## src/tlik_pkg.sv

```systemverilog
package tlik_pkg;

   localparam int CORDIC_STEPS_DEF = 16;

   localparam int LEN_W      = 15;
   localparam int OFF_W      = 17;
   localparam int COORD_W    = 16;
   localparam int JOINT_W    = 16;
   localparam int STAT_W     = 2;
   localparam int CSR_IDX_W  = 3;
   localparam int CSR_DATA_W = 17;

   // wrist point and squared terms
   localparam int NXY_W  = 18;
   localparam int SQ_W   = 32;
   localparam int DIF2_W = 30;
   localparam int C2_W   = 33;
   localparam int N_W    = 35;
   localparam int SCALE  = 20;

   // digit-by-digit square root, two radicand bits per cell
   localparam int SQRT_STEPS = 27;
   localparam int SQRT_VAL_W = 2 * SQRT_STEPS;
   localparam int ROOT_W     = SQRT_STEPS;
   localparam int REM_W      = ROOT_W + 2;
   localparam int S_W        = 2 * ROOT_W;

   // CORDIC datapath, angles in 2^32 per turn
   localparam int CX_W  = 56;
   localparam int Z_W   = 34;
   localparam int ANG_W = 36;

   localparam logic signed [Z_W-1:0]   Z_QUARTER   = Z_W'(64'h40000000);
   localparam logic signed [ANG_W-1:0] ANG_QUARTER = ANG_W'(64'h40000000);
   localparam logic signed [ANG_W-1:0] ANG_HALF    = ANG_W'(64'h80000000);
   localparam int CENTI_TURN = 36000;

   typedef enum logic [CSR_IDX_W-1:0] {
      REG_UPPER_ARM  = 3'd0,
      REG_FOREARM    = 3'd1,
      REG_GRIPPER    = 3'd2,
      REG_BASE       = 3'd3,
      REG_SHOULDER   = 3'd4,
      REG_ELBOW      = 3'd5,
      REG_WRIST      = 3'd6
   } csr_idx_type;

   typedef enum logic [STAT_W-1:0] {
      STAT_OK       = 2'd0,
      STAT_REACH    = 2'd1,
      STAT_SHOULDER = 2'd2
   } status_type;

   typedef struct packed {
      logic [SQRT_VAL_W-1:0] val;
      logic [REM_W-1:0]      rem;
      logic [ROOT_W-1:0]     root;
   } sqrt_type;

   typedef struct packed {
      logic signed [CX_W-1:0] x;
      logic signed [CX_W-1:0] y;
      logic signed [Z_W-1:0]  z;
   } cordic_type;

   typedef struct packed {
      logic                    kind;
      status_type              status;
      logic signed [NXY_W-1:0] nx;
      logic signed [NXY_W-1:0] ny;
      logic signed [N_W-1:0]   n1;
      logic signed [N_W-1:0]   nb;
   } side_front_type;

   typedef struct packed {
      logic       kind;
      status_type status;
   } side_back_type;

   typedef struct packed {
      logic [JOINT_W-1:0] shoulder_angle;
      logic [JOINT_W-1:0] elbow_angle;
      logic [JOINT_W-1:0] wrist_angle;
      logic [STAT_W-1:0]  status;
   } rsp_word_type;

   function automatic logic [31:0] atan_tab(input int i);
      logic [31:0] v;
      case (i)
         0:  v = 32'h20000000;  1:  v = 32'h12E4051E;  2:  v = 32'h09FB385B;
         3:  v = 32'h051111D4;  4:  v = 32'h028B0D43;  5:  v = 32'h0145D7E1;
         6:  v = 32'h00A2F61E;  7:  v = 32'h00517C55;  8:  v = 32'h0028BE53;
         9:  v = 32'h00145F2F;  10: v = 32'h000A2F98;  11: v = 32'h000517CC;
         12: v = 32'h00028BE6;  13: v = 32'h000145F3;  14: v = 32'h0000A2FA;
         15: v = 32'h0000517D;  16: v = 32'h000028BE;  17: v = 32'h0000145F;
         18: v = 32'h00000A30;  19: v = 32'h00000518;  20: v = 32'h0000028C;
         21: v = 32'h00000146;  22: v = 32'h000000A3;  23: v = 32'h00000051;
         24: v = 32'h00000029;  25: v = 32'h00000014;  26: v = 32'h0000000A;
         27: v = 32'h00000005;  28: v = 32'h00000003;  29: v = 32'h00000001;
         30: v = 32'h00000001;
         default: v = 32'h00000000;
      endcase
      return v;
   endfunction

endpackage

```

## src/tlik_cordic_cell.sv

```systemverilog
module tlik_cordic_cell #(
   parameter int STEP = 0
) (
   input  logic                  clock,
   input  logic                  en,
   input  tlik_pkg::cordic_type  cell_in,
   output tlik_pkg::cordic_type  cell_out
);

   localparam logic signed [tlik_pkg::Z_W-1:0] ATAN =
      $signed(tlik_pkg::Z_W'(tlik_pkg::atan_tab(STEP)));

   tlik_pkg::cordic_type cell_ff, cell_in_w;
   logic signed [tlik_pkg::CX_W-1:0] xs, ys;

   always_comb begin
      xs = $signed(cell_in.x) >>> STEP;
      ys = $signed(cell_in.y) >>> STEP;
      cell_in_w = cell_in;
      // rotate toward the x axis; y at zero holds
      if ($signed(cell_in.y) > 0) begin
         cell_in_w.x = $signed(cell_in.x) + ys;
         cell_in_w.y = $signed(cell_in.y) - xs;
         cell_in_w.z = $signed(cell_in.z) + ATAN;
      end else if ($signed(cell_in.y) < 0) begin
         cell_in_w.x = $signed(cell_in.x) - ys;
         cell_in_w.y = $signed(cell_in.y) + xs;
         cell_in_w.z = $signed(cell_in.z) - ATAN;
      end
   end

   always_ff @(posedge clock) begin
      if (en) begin
         cell_ff <= cell_in_w;
      end
   end

   assign cell_out = cell_ff;

endmodule

```

## config.mk

```make
export PLATFORM = sky130hd
export DESIGN_NAME = tlik_cordic_cell
export DESIGN_NICKNAME = d
export VERILOG_FILES = /design/src/tlik_pkg.sv /design/src/tlik_cordic_cell.sv
export SDC_FILE = /design/constraint.sdc
export NUM_CORES = 1
export LEC_CHECK = 0
export ABC_AREA = 1
export BUFFER_PORTS_ARGS = -buffer_cell sky130_fd_sc_hd__buf_2
export CELL_PAD_IN_SITES_DETAIL_PLACEMENT = 0
export CELL_PAD_IN_SITES_GLOBAL_PLACEMENT = 1
export CORE_MARGIN = 2
export CORE_UTILIZATION = 40
export CTS_BUF_LIST = sky130_fd_sc_hd__clkbuf_16
export DETAILED_ROUTE_END_ITERATION = 8
export GPL_TIMING_DRIVEN = 0
export MAX_ROUTING_LAYER = met4
export PLACE_DENSITY = 0.87
export REMOVE_ABC_BUFFERS = 1
export SETUP_SLACK_MARGIN = 0.2
export SKIP_CTS_REPAIR_TIMING = 1
export SLEW_MARGIN = 20
export SYNTH_ARGS = -nofsm -noshare
export SYNTH_HDL_FRONTEND = slang
export SYNTH_SLANG_ARGS = --single-unit
export TNS_END_PERCENT = 20
```

## constraint.sdc

```tcl
create_clock -name clock -period 2.6 [get_ports clock]
set_input_delay 0.26 -clock clock [delete_from_list [all_inputs] [get_ports clock]]
set_output_delay 0.26 -clock clock [all_outputs]
set_load 0.03 [all_outputs]
```

---- After elaboration in Yosys (flattened, before gate mapping) ----
Cells that the tools add are included.
operators by class
  add/subtract/negate cells ............... 5
  $lt $le $gt $ge ......................... 2
  muxes and demuxes ....................... 2
operator list
  cell                                                                            number
  146-bit two-way mux                                                             2
  56-bit subtractor                                                               2
  56-bit adder                                                                    1
  56-bit by 1-bit > comparator with 1-bit output (second input constant)          1
  56-bit by 1-bit less-than comparator with 1-bit output (second input constant)  1
  34-bit by 31-bit adder with 34-bit output (second input constant)               1
  34-bit by 31-bit subtractor with 34-bit output (second input constant)          1
word-level totals
  register bits after elaboration ......... 146
  input port bits ......................... 148
  output and inout bits ................... 146
  logic and storage cells ................. 12

---- Longest topological paths before layout ----
  depth in word-level cells ............... 3
  depth in mapped cells ................... 18
  mapped depth without buffers ............ 17

---- Worst setup path before layout ----
Ideal clock, no wire load.
  path type ............................... input to register
  start point ............................. input cell_in[34] (netlist bit)
  end point ............................... register cell_ff, in the netlist cell_out[82], data pin
  setup time .............................. 0.253 ns
  arrival time ............................ 1.880 ns
  data required time ...................... 2.347 ns
  slack ................................... 0.467 ns
  stages .................................. 13
  path buffers ............................ 0
  cells stage by stage .................... inv_1 -> ha_1 -> fa_1 -> o21ai_1 -> nand2_1 -> nand2_1 -> nand2_1 -> nand2_1 -> nand2_1 -> nand3_1 -> nand2_1 -> nand3_1 -> nand2_1
RTL lines
  element               line                    source
  from (decl)           tlik_cordic_cell.sv:6   input tlik_pkg::cordic_type cell_in,
  to (signal assigned)  tlik_cordic_cell.sv:34  cell_ff <= cell_in_w;
  to (decl)             tlik_cordic_cell.sv:13  tlik_pkg::cordic_type cell_ff, cell_in_w;

==> results.toml <==
[outcome]
status = "finished, final reports clean"

[logic_synthesis]
synth_top_area_cell = "nand2_1"
ys.flop_type = "edfxtp_1"
synth_seq_cells = 146
netlist_area_mm2 = 0.0206
synthArstFlopShare_pct = 0
yosys_warnings = 0
synthTopCellsByArea = "nand2_1 (21%), edfxtp_1 (21%), inv_1 (12%), ha_1 (11%), nand3_1 (6.7%)"
netlist.area_leader.share_pct = 21.5
synthTopCellsByCount = "nand2_1 (1175), inv_1 (672), nand3_1 (276)"
synth_edf_count = 146
yosysSeqAreaShare_pct = 21.3
synth_area_per_cell_um2 = 6.04
synth_cell_types = 41
synthCells = 3404
synthMostInstantiatedCell = "nand2_1"

[setup_path]
crit_fanout = 11
worst_path_max_delay_cell = "o21ai_0"
critPathLaunch = "cell_in[79]"
cp.arrival_ns = 2.67
worstPathRequired_ns = 2.84
endpoint = "cell_out[86]"
max_stage_delay_ns = 0.69
path_delay_family = "compound AO/OA/AOI/OAI gates"
cp-start-kind = "input pin"
path_depth = 12
cp-end-kind = "register"
path_buf_inv = 2
critPathMostFrequentCell = "nand2_1"
setup.worst_path.class = "in -> reg"
worstPathCellList = "buf_2, inv_1, ha_2, a21oi_1, o21ai_0, nand2_1, o211ai_1, nor2_1, nand3_1, nand2_1, nand3_1, nand2_1"

[power]
pwr_density_cell_mw_per_mm2 = 453
leakage_nw = 12.8
ir_worst_vdd_mv = 0.406

[global_routing]
antenna_found_initial = 10
grt_use_total_pct = 33.9
gr-total-overflow = 0
grt_pass1_wl_mm = 129
grt_max_degree = 94
grt_pass1_vias = 20200

[detailed_routing]
drt_iter0_drc = 2305
ant_nets = 0
wl_per_cell_um = 20.6
dr.pass1.iters = 7
viasPerCell = 5.15
drc = 0
via_count = 22500
wirelength_mm = 90.0

[clocking]
clock-sinks = 146
clk_pin_slew_ns = 0.07
numCtsBuffers = 17
cts_max_level = 4
cts_tree = "done"
cts_root_buf = "clkbuf_16"
clockBufferDepth = 2

[job]
cap_viol_max_count = 0

[cells_and_area]
design_area_mm2 = 0.0239
instances_no_fill = 4377
largest_reg_flops = 146
layout.nets = 4006
area_growth_pct = 16.1
drive_gt1_share_pct = 15.6
utilization_pct = 46.7

[timing]
drv_slew = 0
rsz0062_at_grt = "yes"
timing.final.crit_share_pct = 93.3
max_slew_margin_pct = 43.3
fin_crit_ns = 2.43
worst_pin_slew_ns = 0.842
hold_viol = 0
max_freq_ghz = 0.412
setup_viol = 0
holdWs_ns = 0.0790

[placement]
placed_area_mm2 = 0.0224
post-dp-hpwl_mm = 76.1
io_buffers = 293
place.gp.congestion = 1.00
dp_cells = 4298

[min_path]
hold_class = "in -> reg"
holdPathStages = 2

[floorplanning]
fp.dieH_um = 231
ios = 294
core.rowCount = 83
start_util_pct = 40.2
core-area_mm2 = 0.0511
die_area_mm2 = 0.0532
die_x_um = 231
layout make-up:
type | instances | area, um^2
fill | 5704 | 27200
inverter | 702 | 2690
multi-input combinational | 2476 | 13400
clock inverter | 15 | 161
timing repair buffer | 330 | 1930
antenna | 11 | 27.5
sequential | 146 | 4380
clock buffer | 17 | 425
tap | 680 | 851
power breakdown:
| group | switching, mW | internal [mW] | total [mW] |
|---|---|---|---|
| sequential | 0.0663 | 2.99 | 3.05 |
| clock | 1.24 | 1.28 | 2.53 |
| combinational | 3.74 | 1.50 | 5.23 |
how the worst min path moves through the flow:
stage	startpoint	endpoint	slack, ns
after floorplan	cell_in[0]	cell_out[0]	0.36
after CTS	cell_in[7]	cell_out[7]	-0.11
after detailed placement	cell_in[5]	cell_out[5]	0.44
after global routing	cell_in[33]	cell_out[33]	0.06
final	cell_in[33]	cell_out[33]	0.08
after global placement	cell_in[21]	cell_out[21]	0.44
per-stage QoR:
stage	power (mW)	setup WS [ns]	TNS, ns
final	10.8	0.174	0
after global routing	11.4	0.128	0
after CTS	10.7	-1.39	-110.57
after detailed placement	8.08	-1.94	-174.05
after global placement	8.06	-5.22	-627.47
after floorplan	6.31	-0.308	-16.11
layer usage:
| metal | up-vias | track usage [%] | wire [um] |
|---|---|---|---|
| met1 | 10400 | 44.3 | 39700 |
| li1 | 11200 | - | - |
| met3 | 129 | 4.62 | 6210 |
| met5 | - | - | 0 |
| met2 | 876 | 53.9 | 41100 |
| met4 | 0 | 11.8 | 3060 |
logic make-up after synthesis:
| kind of cell | synth area share [%] |
|---|---|
| XOR/XNOR | 2.64 |
| AO/OA/AOI/OAI | 9.78 |
| AND/OR/NAND/NOR | 39.4 |
| adder cells (fa/ha/maj) | 11.4 |
| flip-flops | 21.3 |
| buffers and inverters | 15.5 |
cells in the final DEF, fill, tap and decap left out, drive strengths merged:
cell type    synthesis  final
nand2             1208   1210
inv                700    708
buf                 71    300
nand3              284    284
nor2               273    273
ha                 182    182
a21oi              172    172
edfxtp             146    146
o21ai              119    119
nand4               65     65
xor2                61     61
dlygate4sd3          0     29
nor3                23     23
o21bai              21     21
o211ai              20     20
clkbuf              11     18
o221ai              16     16
diode                0     11
and2                 9      9
clkinv               2      6
a21o                 4      4
or2                  4      4
o21a                 4      4
clkinvlp             0      3
fa                   3      3
nor4                 2      2
and3                 1      1
a31oi                1      1
xnor2                1      1
o22ai                1      1
(Power assumes the default switching activity.)
