`src/tlik_pkg.sv`:
```
package tlik_pkg;

   localparam int CORDIC_STEPS_DEF = 16;

   localparam int LEN_W      = 15;
   localparam int OFF_W      = 17;
   localparam int COORD_W    = 16;
   localparam int JOINT_W    = 16;
   localparam int STAT_W     = 2;
   localparam int CSR_IDX_W  = 3;
   localparam int CSR_DATA_W = 17;

   // wrist point and squared terms
   localparam int NXY_W  = 18;
   localparam int SQ_W   = 32;
   localparam int DIF2_W = 30;
   localparam int C2_W   = 33;
   localparam int N_W    = 35;
   localparam int SCALE  = 20;

   // digit-by-digit square root, two radicand bits per cell
   localparam int SQRT_STEPS = 27;
   localparam int SQRT_VAL_W = 2 * SQRT_STEPS;
   localparam int ROOT_W     = SQRT_STEPS;
   localparam int REM_W      = ROOT_W + 2;
   localparam int S_W        = 2 * ROOT_W;

   // CORDIC datapath, angles in 2^32 per turn
   localparam int CX_W  = 56;
   localparam int Z_W   = 34;
   localparam int ANG_W = 36;

   localparam logic signed [Z_W-1:0]   Z_QUARTER   = Z_W'(64'h40000000);
   localparam logic signed [ANG_W-1:0] ANG_QUARTER = ANG_W'(64'h40000000);
   localparam logic signed [ANG_W-1:0] ANG_HALF    = ANG_W'(64'h80000000);
   localparam int CENTI_TURN = 36000;

   typedef enum logic [CSR_IDX_W-1:0] {
      REG_UPPER_ARM  = 3'd0,
      REG_FOREARM    = 3'd1,
      REG_GRIPPER    = 3'd2,
      REG_BASE       = 3'd3,
      REG_SHOULDER   = 3'd4,
      REG_ELBOW      = 3'd5,
      REG_WRIST      = 3'd6
   } csr_idx_type;

   typedef enum logic [STAT_W-1:0] {
      STAT_OK       = 2'd0,
      STAT_REACH    = 2'd1,
      STAT_SHOULDER = 2'd2
   } status_type;

   typedef struct packed {
      logic [SQRT_VAL_W-1:0] val;
      logic [REM_W-1:0]      rem;
      logic [ROOT_W-1:0]     root;
   } sqrt_type;

   typedef struct packed {
      logic signed [CX_W-1:0] x;
      logic signed [CX_W-1:0] y;
      logic signed [Z_W-1:0]  z;
   } cordic_type;

   typedef struct packed {
      logic                    kind;
      status_type              status;
      logic signed [NXY_W-1:0] nx;
      logic signed [NXY_W-1:0] ny;
      logic signed [N_W-1:0]   n1;
      logic signed [N_W-1:0]   nb;
   } side_front_type;

   typedef struct packed {
      logic       kind;
      status_type status;
   } side_back_type;

   typedef struct packed {
      logic [JOINT_W-1:0] shoulder_angle;
      logic [JOINT_W-1:0] elbow_angle;
      logic [JOINT_W-1:0] wrist_angle;
      logic [STAT_W-1:0]  status;
   } rsp_word_type;

   function automatic logic [31:0] atan_tab(input int i);
      logic [31:0] v;
      case (i)
         0:  v = 32'h20000000;  1:  v = 32'h12E4051E;  2:  v = 32'h09FB385B;
         3:  v = 32'h051111D4;  4:  v = 32'h028B0D43;  5:  v = 32'h0145D7E1;
         6:  v = 32'h00A2F61E;  7:  v = 32'h00517C55;  8:  v = 32'h0028BE53;
         9:  v = 32'h00145F2F;  10: v = 32'h000A2F98;  11: v = 32'h000517CC;
         12: v = 32'h00028BE6;  13: v = 32'h000145F3;  14: v = 32'h0000A2FA;
         15: v = 32'h0000517D;  16: v = 32'h000028BE;  17: v = 32'h0000145F;
         18: v = 32'h00000A30;  19: v = 32'h00000518;  20: v = 32'h0000028C;
         21: v = 32'h00000146;  22: v = 32'h000000A3;  23: v = 32'h00000051;
         24: v = 32'h00000029;  25: v = 32'h00000014;  26: v = 32'h0000000A;
         27: v = 32'h00000005;  28: v = 32'h00000003;  29: v = 32'h00000001;
         30: v = 32'h00000001;
         default: v = 32'h00000000;
      endcase
      return v;
   endfunction

endpackage

```
`src/tlik_joint.sv`:
```
module tlik_joint (
   input  logic                                  clock,
   input  logic                                  en,
   input  logic signed [tlik_pkg::ANG_W-1:0]     angle,
   input  logic signed [tlik_pkg::OFF_W-1:0]     offset,
   output logic [tlik_pkg::JOINT_W-1:0]          joint_out
);

   localparam int AW     = tlik_pkg::ANG_W;
   localparam int PROD_W = AW + 16;
   localparam int R_W    = PROD_W - 32;
   localparam int D_W    = R_W + 2;

   logic [AW-1:0]     mag_ff, mag_in;
   logic              neg1_ff, neg2_ff;
   logic [PROD_W-1:0] prod_ff, prod_in;
   logic [tlik_pkg::JOINT_W-1:0] out_ff, out_in;
   logic [R_W-1:0]    r;
   logic signed [D_W-1:0] rs, d;
   logic [D_W-1:0]    ad;

   always_comb begin
      mag_in  = angle[AW-1] ? AW'(-angle) : AW'(angle);
      prod_in = PROD_W'(mag_ff) * PROD_W'(tlik_pkg::CENTI_TURN) + PROD_W'(64'h80000000);
      r       = prod_ff[PROD_W-1:32];
      rs      = neg2_ff ? -$signed(D_W'(r)) : $signed(D_W'(r));
      d       = rs - D_W'(offset);
      ad      = d[D_W-1] ? D_W'(-d) : D_W'(d);
      // saturate to the output range
      out_in  = (ad > D_W'(16'hFFFF)) ? 16'hFFFF : ad[tlik_pkg::JOINT_W-1:0];
   end

   always_ff @(posedge clock) begin
      if (en) begin
         mag_ff  <= mag_in;
         neg1_ff <= angle[AW-1];
         prod_ff <= prod_in;
         neg2_ff <= neg1_ff;
         out_ff  <= out_in;
      end
   end

   assign joint_out = out_ff;

endmodule

```
`config.mk`:
```
export PLATFORM = sky130hd
export DESIGN_NAME = tlik_joint
export DESIGN_NICKNAME = d
export VERILOG_FILES = /design/src/tlik_pkg.sv /design/src/tlik_joint.sv
export SDC_FILE = /design/constraint.sdc
export NUM_CORES = 1
export LEC_CHECK = 0
export BUFFER_PORTS_ARGS = -buffer_cell sky130_fd_sc_hd__buf_2
export CAP_MARGIN = 10
export CORE_MARGIN = 4
export CORE_UTILIZATION = 57
export DETAILED_ROUTE_END_ITERATION = 8
export HOLD_SLACK_MARGIN = 0.05
export PLACE_DENSITY = 0.73
export SLEW_MARGIN = 20
export SYNTH_ARGS = -nofsm -noshare
export SYNTH_HDL_FRONTEND = slang
export SYNTH_SLANG_ARGS = --single-unit
```
`constraint.sdc`:
```
create_clock -name clock -period 13.3 [get_ports clock]
set_input_delay 0.665 -clock clock [delete_from_list [all_inputs] [get_ports clock]]
set_output_delay 0.665 -clock clock [all_outputs]
set_load 0.02 [all_outputs]
```
Yosys cells after proc, flatten, opt, wreduce, memory -nomap -nowiden
Index checks and enable logic that the tools add are counted.
{"block": "word_totals", "register_bits": 106}
{"block": "op_classes", "n_addsub": 5, "n_mul": 1, "n_lt_le_gt_ge": 1, "mux": 3}
{"cell": "$add 52x32->52 const B", "count": 1}
{"cell": "$mul 36x11->47 const B", "count": 1}
{"cell": "$mux 22", "count": 2}
{"cell": "$neg 36->36", "count": 1}
{"cell": "$mux 35", "count": 1}
{"cell": "$gt 22x16->1 const B", "count": 1}
{"cell": "$neg 20->22", "count": 1}
{"cell": "$neg 22->22", "count": 1}
{"cell": "$sub 22x17->22", "count": 1}

Depth between registers and ports, before layout
{"block": "logic_depth", "depth_word": 6, "depth_mapped": 22, "depth_no_buf": 21}

Least setup slack after synthesis
OpenSTA, ideal clock, no wires.
{"block": "synth_path", "kind": "reg2reg", "start": "reg mag_ff[21]", "end": "reg prod_ff[47], data pin", "t_arrival_ps": 5677, "path_slack_ps": 7353, "stages_incl_launch_ff": 20, "path_cell_list": "edfxtp_1 ha_1 ha_1 fa_1 fa_1 inv_1 fa_1 inv_1 ha_1 clkbuf_1 nand2_1 o21ai_1 mux2i_1 o211a_1 nand3_1 nor4_1 nand3_1 nor4_1 nand3_1 xor2_1"}
{"block": "synth_between", "elab_chain_len": 2}
{"item": "start, declared", "line_no": "tlik_joint.sv:14", "text": "logic [AW-1:0] mag_ff, mag_in;"}
{"item": "start signal, assigned", "line_no": "tlik_joint.sv:35", "text": "mag_ff <= mag_in;"}
{"item": "$mul 36x11->47", "line_no": "tlik_joint.sv:24", "text": "prod_in = PROD_W'(mag_ff) * PROD_W'(tlik_pkg::CENTI_TURN) + PROD_W'(64'h80000000);"}
{"item": "$add 52x32->52", "line_no": "tlik_joint.sv:24"}
{"item": "via prod_in[47]", "line_no": "tlik_joint.sv:16", "text": "logic [PROD_W-1:0] prod_ff, prod_in;"}
{"item": "end signal, assigned", "line_no": "tlik_joint.sv:37", "text": "prod_ff <= prod_in;"}
{"item": "end, declared", "line_no": "tlik_joint.sv:16"}
The timed path passes the listed nets, and every way through them passes these cells.
A chain may end at the register's enable or synchronous reset.

Final worst setup path
{"block": "layout_path", "start": "reg mag_ff[22]", "end": "reg prod_ff[47], data pin"}
Same word-level chain as after synthesis.

==> results.md <==
- Outcome: finished, final reports clean
- Largest net degree at the start of global routing: 75
- Gates resized, CTS repair: 0
- Cell area after synthesis: 12600 um^2
- Area leader, netlist: ha_1
- GPL Wtd Cong: a little under 1
- Fin. Hold Viols: 0
- ANT cells: 0
- Synth area leaders: ha_1, edfxtp_1, fa_1
- Minimum clock period: between 6 and 7 ns
- Finish-stage setup viols: 0
- Crit-path slowest cell: nor4_1
- Fraction of layout cells with a size suffix above 1: 0.0752
- First-pass GRT wire length: roughly 47000 um
- CTS tree: built
- Min-Delay Endpoint: mag_ff[0]
- Fmax: between 0.1 and 0.15 GHz
- Clk sinks: between 70 and 80
- Die extent in x: 157 um
- DR WL/cell: around 16 um
- Number of port buffers: 70
- Ports: roughly 70
- Htree depth: 3
- 1st-iter DRT viols: roughly 480
- R2R Setup Slk: 6.45 ns
- Post-CTS Hold Buffers: 0
- Cell Chain, Critical Path: ha_1 -> ha_1 -> fa_1 -> fa_1 -> inv_1 -> fa_1 -> inv_1 -> ha_1 -> nand2_1 -> o21ai_1 -> mux2i_1 -> o211a_1 -> nand3_1 -> nor4_1 -> nand3_1 -> nor4_1 -> nand3_1 -> xor2_1
- Worst-Skew Late Latency: approximately 0.34 ns
- Crit Path Class: flop to flop
- Filler cells: between 1500 and 2000
- Starting density of the core: 0.579
- Deepest clock path buffer count: 2
- Num CTS Buffers: 9
- Ys flop type: edfxtp_1
- RSZ-0062 raised after global routing: no
- Initial antenna violation count: 0
- Setup TNS: 0 ns
- Hold path depth: 1
- Mapped Cells: about 1400
- WL final: roughly 28000 um
- CP Max Fanout: 12
- Post CTS Setup Buffer Count: 0
- First-pass DRT Iterations: 6
- Clock skew: 0.00706 ns
- Seq/Total Area, Yosys: 0.176
- Hold Crit Start: angle[0]
- Crit. End Element: flop
- Slew margin rel.: 0.266
- Setup crit start kind: flop
- Worst reg2reg endpoint: prod_ff[47]
- GRT Residual Overflow: 0
- Slew Viols, Final: 0
- Syn avg cell area: 8.90 um^2
- Synth async-reset ratio: 0
- Slew @ Worst Pin: about 1.1 ns
- Vias in the first global route: just over 10000
- Max-Cap Viols: 0
- Die Area: 24600 um^2
- Post-synthesis cell type count: approximately 70
- Root Driver: clkbuf_16
- Hpwl dp: ~24000 um
- CP Data Required Time: approximately 13 ns
- CP max stage delay: around 0.79 ns
- R2r startpoint: mag_ff[22]
- EDFF count, synth: 74
- Syn Nets: between 1500 and 2000
- Hold/Removal Path Class: primary input to flop
- FF-to-FF path depth: 18
- YS warnings: 0
- Top cell type's share of synthesized area: 0.218
- Die height: 157 um
- Crit path DAT: a little under 7 ns
- Via count: between 10000 and 15000
- Number of synthesized register bits: 74
- Total Routing Usage GR: 0.233
- DRT antenna net count: 0
- Period Utilization, post-route: 0.515
- # rows: 54
- Drt drc: 0
- CTS clk-pin slew, worst paths: approximately 0.060 ns
- Area delta synth->final: 6.86%
- Nets: 1840
- Core area: roughly 22000 um^2
- Drt via density: between 5 and 6
-- Yosys cell counts (all sizes together) (9+ instances only) --
| master | instances |
|---|---|
| a211oi | 14 |
| a21o | 11 |
| a21oi | 83 |
| a31oi | 9 |
| and2 | 10 |
| clkbuf | 31 |
| edfxtp | 74 |
| fa | 93 |
| ha | 220 |
| inv | 232 |
| nand2 | 97 |
| nand2b | 10 |
| nand3 | 41 |
| nand4 | 27 |
| nor2 | 55 |
| nor3 | 32 |
| nor4 | 20 |
| o2111ai | 10 |
| o21a | 10 |
| o21ai | 70 |
| o31ai | 19 |
| o41ai | 10 |
| or3 | 13 |
| or4 | 14 |
| xnor2 | 77 |
| xor2 | 26 |
-- worst max-delay path by stage --
stage               startpoint     endpoint  slack (ns)  cells after the start
floorplan           mag_ff[21]  prod_ff[47]        7.35                     19
global placement    mag_ff[21]  prod_ff[47]        6.73                     18
detailed placement  mag_ff[21]  prod_ff[47]        6.47                     18
CTS                 mag_ff[22]  prod_ff[47]        6.43                     18
global route        mag_ff[22]  prod_ff[47]        6.00                     18
finish              mag_ff[22]  prod_ff[47]        6.45                     18
-- worst max-delay path, delay by kind of cell, from the launching register on --
kind                     cells  cell delay (ns)
adder cells (fa/ha/maj)      6             2.74
AND/OR/NAND/NOR              6             2.11
AO/OA/AOI/OAI                2             0.70
flip-flops                   1             0.51
multiplexers                 1             0.25
XOR/XNOR                     1             0.17
buffers and inverters        2             0.10
-- layout make-up --
cell class	instances	area (um^2)	area share
multi-input cells	1081	9420	0.698
clock inverters	4	18.8	0.00139
well taps	280	350	0.0259
inverters	232	871	0.0645
clock buffers	12	236	0.0175
flip-flops and latches	74	2220	0.165
repair buffers	74	380	0.0282
-- layer usage --
layer,part of all wire,vias up,GRT usage
li1,-,5141,-
met1,0.44,4861,0.308
met2,0.48,294,0.403
met3,0.052,44,0.0249
met4,0.025,0,0.0740
met5,0,-,0
-- state kept, by name (all words and copies together) (netlist names) --
register,flops
joint_out,16
mag_ff,36
neg1_ff,1
neg2_ff,1
prod_ff,20
-- cell families after synthesis --
family                   Yosys count  share of synthesized area
AND/OR/NAND/NOR                  363                      0.151
adder cells (fa/ha/maj)          313                      0.365
AO/OA/AOI/OAI                    294                      0.151
buffers and inverters            265                     0.0789
XOR/XNOR                         103                     0.0714
flip-flops                        74                      0.176
multiplexers                       8                    0.00634
-- stage by stage --
step	std cells	hold WS (ns)	worst slack (ns)	utilization	area (um^2)
5_1_grt	1757	0.542	6.00	0.619	13500
3_5_place_dp	1741	0.523	6.47	0.607	13200
3_3_place_gp	1741	0.534	6.73	0.607	13200
6_report	1757	0.535	6.45	0.619	13500
4_1_cts	1757	0.525	6.43	0.619	13500
2_1_floorplan	1420	0.400	7.35	-	12600
-- layout by cell type (no fill, tap or decap), drive strengths merged, types with 32 or more instances in the layout --
cell / Yosys / layout
inv: 232 / 232
o21ai: 70 / 70
nand3: 41 / 41
nor2: 55 / 55
buf: 2 / 74
nor3: 32 / 32
xnor2: 77 / 77
nand2: 97 / 97
edfxtp: 74 / 74
ha: 220 / 220
fa: 93 / 93
a21oi: 83 / 83
Power is not shown: default switching activity piles up to over one toggle a cycle in this logic, so the estimate is an artifact.
