==> src/tlik_pkg.sv <==
package tlik_pkg;

   localparam int CORDIC_STEPS_DEF = 16;

   localparam int LEN_W      = 15;
   localparam int OFF_W      = 17;
   localparam int COORD_W    = 16;
   localparam int JOINT_W    = 16;
   localparam int STAT_W     = 2;
   localparam int CSR_IDX_W  = 3;
   localparam int CSR_DATA_W = 17;

   // wrist point and squared terms
   localparam int NXY_W  = 18;
   localparam int SQ_W   = 32;
   localparam int DIF2_W = 30;
   localparam int C2_W   = 33;
   localparam int N_W    = 35;
   localparam int SCALE  = 20;

   // digit-by-digit square root, two radicand bits per cell
   localparam int SQRT_STEPS = 27;
   localparam int SQRT_VAL_W = 2 * SQRT_STEPS;
   localparam int ROOT_W     = SQRT_STEPS;
   localparam int REM_W      = ROOT_W + 2;
   localparam int S_W        = 2 * ROOT_W;

   // CORDIC datapath, angles in 2^32 per turn
   localparam int CX_W  = 56;
   localparam int Z_W   = 34;
   localparam int ANG_W = 36;

   localparam logic signed [Z_W-1:0]   Z_QUARTER   = Z_W'(64'h40000000);
   localparam logic signed [ANG_W-1:0] ANG_QUARTER = ANG_W'(64'h40000000);
   localparam logic signed [ANG_W-1:0] ANG_HALF    = ANG_W'(64'h80000000);
   localparam int CENTI_TURN = 36000;

   typedef enum logic [CSR_IDX_W-1:0] {
      REG_UPPER_ARM  = 3'd0,
      REG_FOREARM    = 3'd1,
      REG_GRIPPER    = 3'd2,
      REG_BASE       = 3'd3,
      REG_SHOULDER   = 3'd4,
      REG_ELBOW      = 3'd5,
      REG_WRIST      = 3'd6
   } csr_idx_type;

   typedef enum logic [STAT_W-1:0] {
      STAT_OK       = 2'd0,
      STAT_REACH    = 2'd1,
      STAT_SHOULDER = 2'd2
   } status_type;

   typedef struct packed {
      logic [SQRT_VAL_W-1:0] val;
      logic [REM_W-1:0]      rem;
      logic [ROOT_W-1:0]     root;
   } sqrt_type;

   typedef struct packed {
      logic signed [CX_W-1:0] x;
      logic signed [CX_W-1:0] y;
      logic signed [Z_W-1:0]  z;
   } cordic_type;

   typedef struct packed {
      logic                    kind;
      status_type              status;
      logic signed [NXY_W-1:0] nx;
      logic signed [NXY_W-1:0] ny;
      logic signed [N_W-1:0]   n1;
      logic signed [N_W-1:0]   nb;
   } side_front_type;

   typedef struct packed {
      logic       kind;
      status_type status;
   } side_back_type;

   typedef struct packed {
      logic [JOINT_W-1:0] shoulder_angle;
      logic [JOINT_W-1:0] elbow_angle;
      logic [JOINT_W-1:0] wrist_angle;
      logic [STAT_W-1:0]  status;
   } rsp_word_type;

   function automatic logic [31:0] atan_tab(input int i);
      logic [31:0] v;
      case (i)
         0:  v = 32'h20000000;  1:  v = 32'h12E4051E;  2:  v = 32'h09FB385B;
         3:  v = 32'h051111D4;  4:  v = 32'h028B0D43;  5:  v = 32'h0145D7E1;
         6:  v = 32'h00A2F61E;  7:  v = 32'h00517C55;  8:  v = 32'h0028BE53;
         9:  v = 32'h00145F2F;  10: v = 32'h000A2F98;  11: v = 32'h000517CC;
         12: v = 32'h00028BE6;  13: v = 32'h000145F3;  14: v = 32'h0000A2FA;
         15: v = 32'h0000517D;  16: v = 32'h000028BE;  17: v = 32'h0000145F;
         18: v = 32'h00000A30;  19: v = 32'h00000518;  20: v = 32'h0000028C;
         21: v = 32'h00000146;  22: v = 32'h000000A3;  23: v = 32'h00000051;
         24: v = 32'h00000029;  25: v = 32'h00000014;  26: v = 32'h0000000A;
         27: v = 32'h00000005;  28: v = 32'h00000003;  29: v = 32'h00000001;
         30: v = 32'h00000001;
         default: v = 32'h00000000;
      endcase
      return v;
   endfunction

endpackage

==> src/tlik_sqrt_cell.sv <==
module tlik_sqrt_cell (
   input  logic                clock,
   input  logic                en,
   input  tlik_pkg::sqrt_type  cell_in,
   output tlik_pkg::sqrt_type  cell_out
);

   localparam int RT_W = tlik_pkg::REM_W + 2;
   localparam int VW   = tlik_pkg::SQRT_VAL_W;

   tlik_pkg::sqrt_type cell_ff, cell_in_w;
   logic [RT_W-1:0] rem_t, trial;

   always_comb begin
      rem_t = {cell_in.rem, cell_in.val[VW-1 -: 2]};
      trial = RT_W'({cell_in.root, 2'b01});
      cell_in_w.val = {cell_in.val[VW-3:0], 2'b00};
      if (rem_t >= trial) begin
         cell_in_w.rem  = tlik_pkg::REM_W'(rem_t - trial);
         cell_in_w.root = {cell_in.root[tlik_pkg::ROOT_W-2:0], 1'b1};
      end else begin
         cell_in_w.rem  = tlik_pkg::REM_W'(rem_t);
         cell_in_w.root = {cell_in.root[tlik_pkg::ROOT_W-2:0], 1'b0};
      end
   end

   always_ff @(posedge clock) begin
      if (en) begin
         cell_ff <= cell_in_w;
      end
   end

   assign cell_out = cell_ff;

endmodule

==> config.mk <==
export PLATFORM = sky130hd
export DESIGN_NAME = tlik_sqrt_cell
export DESIGN_NICKNAME = d
export VERILOG_FILES = /design/src/tlik_pkg.sv /design/src/tlik_sqrt_cell.sv
export SDC_FILE = /design/constraint.sdc
export NUM_CORES = 1
export LEC_CHECK = 0
export ABC_AREA = 1
export ABC_CLOCK_PERIOD_IN_PS = 2100
export BUFFER_PORTS_ARGS = -buffer_cell sky130_fd_sc_hd__buf_2
export CORE_AREA = 3 3 116 118
export CTS_BUF_LIST = sky130_fd_sc_hd__clkbuf_4 sky130_fd_sc_hd__clkbuf_8
export DETAILED_ROUTE_END_ITERATION = 10
export DIE_AREA = 0 0 119 121
export PLACE_DENSITY_LB_ADDON = 0.15
export REMOVE_ABC_BUFFERS = 1
export SYNTH_ARGS = -nofsm -noshare
export SYNTH_HDL_FRONTEND = slang
export SYNTH_SLANG_ARGS = --single-unit
==> constraint.sdc <==
create_clock -name clock -period 2.1 [get_ports clock]
set_input_delay 0.21 -clock clock [delete_from_list [all_inputs] [get_ports clock]]
set_output_delay 0.21 -clock clock [all_outputs]
set_load 0.02 [all_outputs]
[After elaboration in Yosys (flattened, before gate mapping)]
Cells that the tools add are included.
Word-level totals
  register bits after elaboration: 108
Operators by class
  $lt $le $gt $ge: 1
  muxes and demuxes: 1
  $add $sub $neg: 1
Operators by type and width (count)
  56-bit 2-to-1 mux: 1
  31-bit by 29-bit greater-or-equal comparator with 1-bit output: 1
  29-bit subtractor: 1

[Longest topological paths before layout]
Gate-level depths: netlist of run 1.
  depth in word-level cells: 2
  gate-level depth with buffers: 14
  gate-level depth less buffers: 13

[Worst setup path after synthesis of run 1]
OpenSTA, ideal clock, no wires.
  kind: input -> register
  from: input cell_in[19] (netlist name)
  to: register cell_ff (netlist bit cell_out[49]) (data pin)
  arrival: 1.546 ns
  required time: 1.847 ns
  stages on the path: 12
  setup slack: 0.301 ns
  buffers on the path: 2
  setup time: 0.253 ns
  cell sequence: inv_1 ha_1 nand2_2 nor2_4 nand2_4 nor2_4 nand3b_1 and3_1 buf_6 buf_12 nand3_2 nand2_1
RTL lines
  start, declared: line tlik_sqrt_cell.sv:4  | input tlik_pkg::sqrt_type cell_in,
  end signal, assigned: line tlik_sqrt_cell.sv:29  | cell_ff <= cell_in_w;
  end, declared: line tlik_sqrt_cell.sv:11  | tlik_pkg::sqrt_type cell_ff, cell_in_w;

==> reports/results.ini, run 1 <==
[logic_synthesis]
synth_cell_type_count=29
yosys-mux-area-fraction_pct=0
ys_ff_latch=108
synth_area_um2=6230
yosysSeqAreaShare_pct=52.0
synthAdderAreaFrac_pct=5.82
synth-xor-area-share_pct=1.83
synth_top_area_share_pct=52.0
syn_area_per_cell_um2=8.85
synthSimpleGateAreaFrac_pct=28.2
synth_top_area_cell=edfxtp_1
synth_top_family_by_area=simple AND/OR/NAND/NOR gates
ys.warnings.count=0
synth_compound_gate_area_share_pct=1.65
syn_inst=704
synth_top_cells_by_area=edfxtp_1 52%, nand2_1 15%, inv_1 8.5%

[critical_path]
cp_max_fo=17
path_class=input port to flip-flop
cp_slowest_cell=dlygate4sd3_1
required_ns=2.25
worst_setup_path_start_kind=input port
cp_common_cell=inv_1
setup.worst_path.start=cell_in[25]
crit_end=cell_out[51]
critPathArrivalTime_ns=2.12
slowest_delay_ns=0.54
worstSetupEndpointType=flip-flop
cp_cell_sequence=dlygate4sd3_1 -> buf_2 -> inv_1 -> ha_4 -> inv_1 -> nor2_1 -> nand2_1 -> inv_1 -> a21oi_2 -> nand3_2 -> buf_12 -> nand3_1 -> nand2_1

[clock_network]
cts_sinks=108
cts_made_buffers=9
h-tree-depth=3
cts_root_buffer=clkbuf_8
clkTransAtPathRegs_ns=0.10
clock_path_buffers=2
cts_tree=done
post_cts_buffers=0

[placement]
numPortBuffers=219
place_congestion=0.935
hpwl_um=12900
dp_slack_ns=0.0229
place_inst=1121

[die]
die_w_um=119
io_pins=222
dieHeight_um=121
start_util_pct=49.6
die-area_um2=14400
rows=41
coreArea_um2=12600

[timing]
layout_min_cycle_time_ns=1.96
rsz0062_at_grt=false
max_freq_mhz=510
setup_viol=0
hold_viol=0
fin_ws_ns=0.138
finalCritPeriodShare_pct=93.4
drv_slew=0

[finish]
fin_cells=1209
largest_reg_flops=108
multiInputGateArea_um2=2370
layout-drive-gt1-share_pct=30.3
area_growth_pct=39.6
fillers=1032
fin_nets=1173
antennaDiodeCount=0
regArea_um2=3240

[routing]
avgViaCountPerCell=4.63
wl_per_cell_um=14.5
antenna_left=0
dr.pass1.iters=4
wirelength_um=17500
drc_errors=0
vias=5599
drt_iter0_drc=283

[global_route]
antenna_found_initial=3
grtUsageTotal_pct=24.7
grt_pass1_vias=5653
grt_max_degree=49
grt_pass1_wl_um=27900
overflow=0

[outcome]
outcome=finished, final reports clean

[power]
p_total_w=0.00549
power_leakage_nw=4.52
p_per_area_nw_per_um2=632
vdd_drop_max_mv=0.355

[worst_hold_path]
min_path_type=input port to flip-flop

[flow_run]
cap_violations=0

## how the worst min path moves through the flow
stage,from,end,depth (start not counted)
after global routing,cell_in[6],cell_out[7],1
after floorplan,cell_in[98],cell_out[100],0
after detailed placement,cell_in[77],cell_out[79],1
final,cell_in[16],cell_out[17],1
after global placement,cell_in[104],cell_out[106],1
after CTS,cell_in[16],cell_out[17],1
## critical path: cells and delay by family
kind / cells / cell delay, ns
AND/OR/NAND/NOR: 5 / 0.42
adder cells (fa/ha/maj): 1 / 0.22
buffers and inverters: 6 / 1.10
AO/OA/AOI/OAI: 1 / 0.16
## kinds of logic (layout without fill, tap and decap cells)
| logic type | after synthesis | count (layout) |
|---|---|---|
| AO/OA/AOI/OAI | 19 | 19 |
| XOR/XNOR | 13 | 13 |
| adder cells (fa/ha/maj) | 29 | 29 |
| buffers and inverters | 152 | 484 |
| flip-flops | 108 | 108 |
| other | 1 | 2 |
| AND/OR/NAND/NOR | 382 | 382 |
## power by group
group	leakage, nW	internal, W	total [W]	switching (W)
Clock	0.0918	0.000473	0.00120	0.000726
Sequential	1.06	0.00263	0.00268	0.0000557
Combinational	3.37	0.000634	0.00161	0.000979
## layer usage
layer  share of wire, %  GRT usage (%)
met1                 42           29.0
met2                 49           44.3
met3                6.5           6.01
met4                2.2           8.33
met5               0.23              0
## synthesized netlist by cell type (all sizes together)
library cell  instances
nand4                 6
xor2                 12
a21oi                14
and2                  1
xnor2                 1
nand2               259
and3                  1
o21bai                2
nor2                 39
a21o                  1
nand3b                5
ha                   29
o21ai                 2
inv                 141
buf                  11
nor3                  2
nor3b                 2
edfxtp              108
nand3                67
conb                  1
## area by class of cell
| type | count | area share, % |
|---|---|---|
| Tap cell | 172 | 2.47 |
| Timing Repair Buffer | 327 | 24.7 |
| Multi-Input combinational cell | 445 | 27.3 |
| Clock buffer | 11 | 1.60 |
| Inverter | 141 | 6.09 |
| Clock inverter | 5 | 0.489 |
| Sequential cell | 108 | 37.3 |
## what timing repair did
item                                    4_1_cts  5_1_grt
resized for setup                             0        5
endpoints found under the setup margin        0       29
hold buffers                                 71        1
endpoints found under the hold margin        71        1
## cell usage in the layout (no fill, tap or decap), types with 2 or more instances in the layout
master         instances
nand2_1              249
buf_2                218
inv_1                141
edfxtp_1             108
dlygate4sd3_1         72
nand3_1               45
buf_4                 32
nor2_1                31
ha_1                  28
nand3_2               22
a21oi_1               13
xor2_1                12
clkbuf_8               9
nand2_2                7
nor2_4                 6
nand4_1                6
nand3b_1               5
buf_12                 5
nand2_4                3
inv_6                  3
nor2_2                 2
nor3_1                 2
o21bai_1               2
conb_1                 2
clkbuf_4               2
## metrics by stage
step	setup TNS (ns)	utilization [%]	hold WS (ns)	cell area (µm²)
6_report	0	69.2	0.0191	8700
5_1_grt	0	69.2	0.00676	8700
4_1_cts	0	68.9	0.000298	8660
3_5_place_dp	0	61.8	0.388	7760
3_3_place_gp	0	61.8	0.386	7760
2_1_floorplan	-0.213	-	0.309	6120
Note: power is estimated with default switching activity, not from simulation.
==> run 2, diff against run 1 <==
--- a/config.mk
+++ b/config.mk
@@ -8,11 +8,12 @@
 export ABC_AREA = 1
 export ABC_CLOCK_PERIOD_IN_PS = 2100
 export BUFFER_PORTS_ARGS = -buffer_cell sky130_fd_sc_hd__buf_2
+export CAP_MARGIN = 25
 export CORE_AREA = 3 3 116 118
 export CTS_BUF_LIST = sky130_fd_sc_hd__clkbuf_4 sky130_fd_sc_hd__clkbuf_8
 export DETAILED_ROUTE_END_ITERATION = 10
 export DIE_AREA = 0 0 119 121
-export PLACE_DENSITY_LB_ADDON = 0.15
+export PLACE_DENSITY = 0.79
 export REMOVE_ABC_BUFFERS = 1
 export SYNTH_ARGS = -nofsm -noshare
 export SYNTH_HDL_FRONTEND = slang
==> run 2 against run 1 <==
  * First-iteration DRC count rose by 83%
  * Critical path depth down 1
  * Routed wire length increased by 14%
==> reports/results.ini, run 2 (same netlist as run 1, synthesis figures left out) <==
[global_route]
antenna_found_initial=2
overflow=0
grtUsageTotal_pct=27.6
grt_pass1_wl_um=30500
grt_max_degree=43
grt_pass1_vias=5794

[critical_path]
critPathArrivalTime_ns=2.21
cp_max_fo=8
worst_setup_path_start_kind=input port
path_class=input port to flip-flop
required_ns=2.25
worstSetupEndpointType=flip-flop

[finish]
layout_commonest_cell=nand2_1
final_cell_mix=249 x nand2_1, 219 x buf_2, 141 x inv_1
layout-drive-gt1-share_pct=30.7
fin_area_um2=8770
fin_nets=1178
largest_reg_flops=108
area_growth_pct=40.7

[routing]
antenna_left=0
drt_iter0_drc=519
vias=5826
wirelength_um=20000
drc_errors=0
dr.pass1.iters=5
wl_per_cell_um=16.4
avgViaCountPerCell=4.79

[clock_network]
cts_sinks=108
cts_made_buffers=9
clkTransAtPathRegs_ns=0.11
clock_path_buffers=2
cts_root_buffer=clkbuf_8
cts_tree=done
post_cts_buffers=0
h-tree-depth=3

[timing]
setup_viol=0
fin_ws_ns=0.0391
max_freq_mhz=485
layout_min_cycle_time_ns=2.06
hold_viol=0
drv_slew=0
finalCritPeriodShare_pct=98.1

[worst_hold_path]
min_path_type=input port to flip-flop

[flow_run]
cap_violations=0

[die]
start_util_pct=49.6
rows=41
coreArea_um2=12600
io_pins=222
dieHeight_um=121
die_w_um=119
die-area_um2=14400

[placement]
dp_slack_ns=-0.0462
place_congestion=0.957
placed_area_um2=7820
numPortBuffers=219
hpwl_um=13600

[power]
power_leakage_nw=4.56
vdd_drop_max_mv=0.353
p_per_area_nw_per_um2=640

[outcome]
outcome=finished, final reports clean

-- run 2: cell count changes in the layout (fill, tap and decap cells not counted), moves of 2 or more --
cell / delta
buf_6: +3
diode_2: +2
dlygate4sd3_1: -2
clkinv_2: +2
clkbuf_4: -2
-- run 2: worst paths after layout --
| check | start | to | slack (ns) | cells past startpoint |
|---|---|---|---|---|
| worst max-delay path | cell_in[25] | cell_out[46] | 0.04 | 12 |
| worst min-delay path | cell_in[11] | cell_out[12] | 0.01 | 1 |
-- run 2: what timing repair did --
action                                  in CTS  in global routing
endpoints found under the setup margin       0                 28
hold buffers                                69                  1
resized for setup                            0                  8
endpoints found under the hold margin       69                  1
-- run 2: final cells by class --
class | count | area, µm²
Fill cell | 961 | 3800
Inverter | 141 | 529
Tap cell | 172 | 215
Antenna cell | 2 | 5.00
Timing Repair Buffer | 332 | 2220
Clock inverter | 7 | 58.8
Clock buffer | 9 | 124
Sequential cell | 108 | 3240
Multi-Input combinational cell | 445 | 2370
-- run 2: where the power goes --
part	internal, W	switching [W]
sequential	0.00263	0.0000624
combinational	0.000650	0.00102
clock	0.000451	0.000797
total	0.00373	0.00188
-- run 2: metal layers --
metal | GRT usage (%) | wire, µm
met5 | 0 | 0
met4 | 11.6 | 534
met3 | 6.39 | 1590
met2 | 48.7 | 10000
met1 | 32.4 | 7840
-- run 2: critical path: stages --
cell and delay (ns):
dlygate4sd3_1 0.52, buf_2 0.11, inv_1 0.06, ha_4 0.16, nand2_1 0.05, nor3b_1 0.28
nand2_1 0.14, a21oi_2 0.16, nand3_2 0.18, buf_6 0.20, nand3_1 0.09, nand2_1 0.06
-- run 2: through the flow --
stage / hold slack [ns] / total power (W) / instances / util, % / TNS, ns
after global routing: 0.00121 / 0.00589 / 1216 / 69.8 / -0.473
after CTS: 0.000262 / 0.00554 / 1211 / 69.1 / 0
after detailed placement: 0.389 / 0.00424 / 1126 / 62.2 / -0.382
after global placement: 0.386 / 0.00421 / 1126 / 62.2 / 0
after floorplan: 0.309 / 0.00361 / 694 / - / -0.213
final: 0.0136 / 0.00561 / 1216 / 69.8 / 0
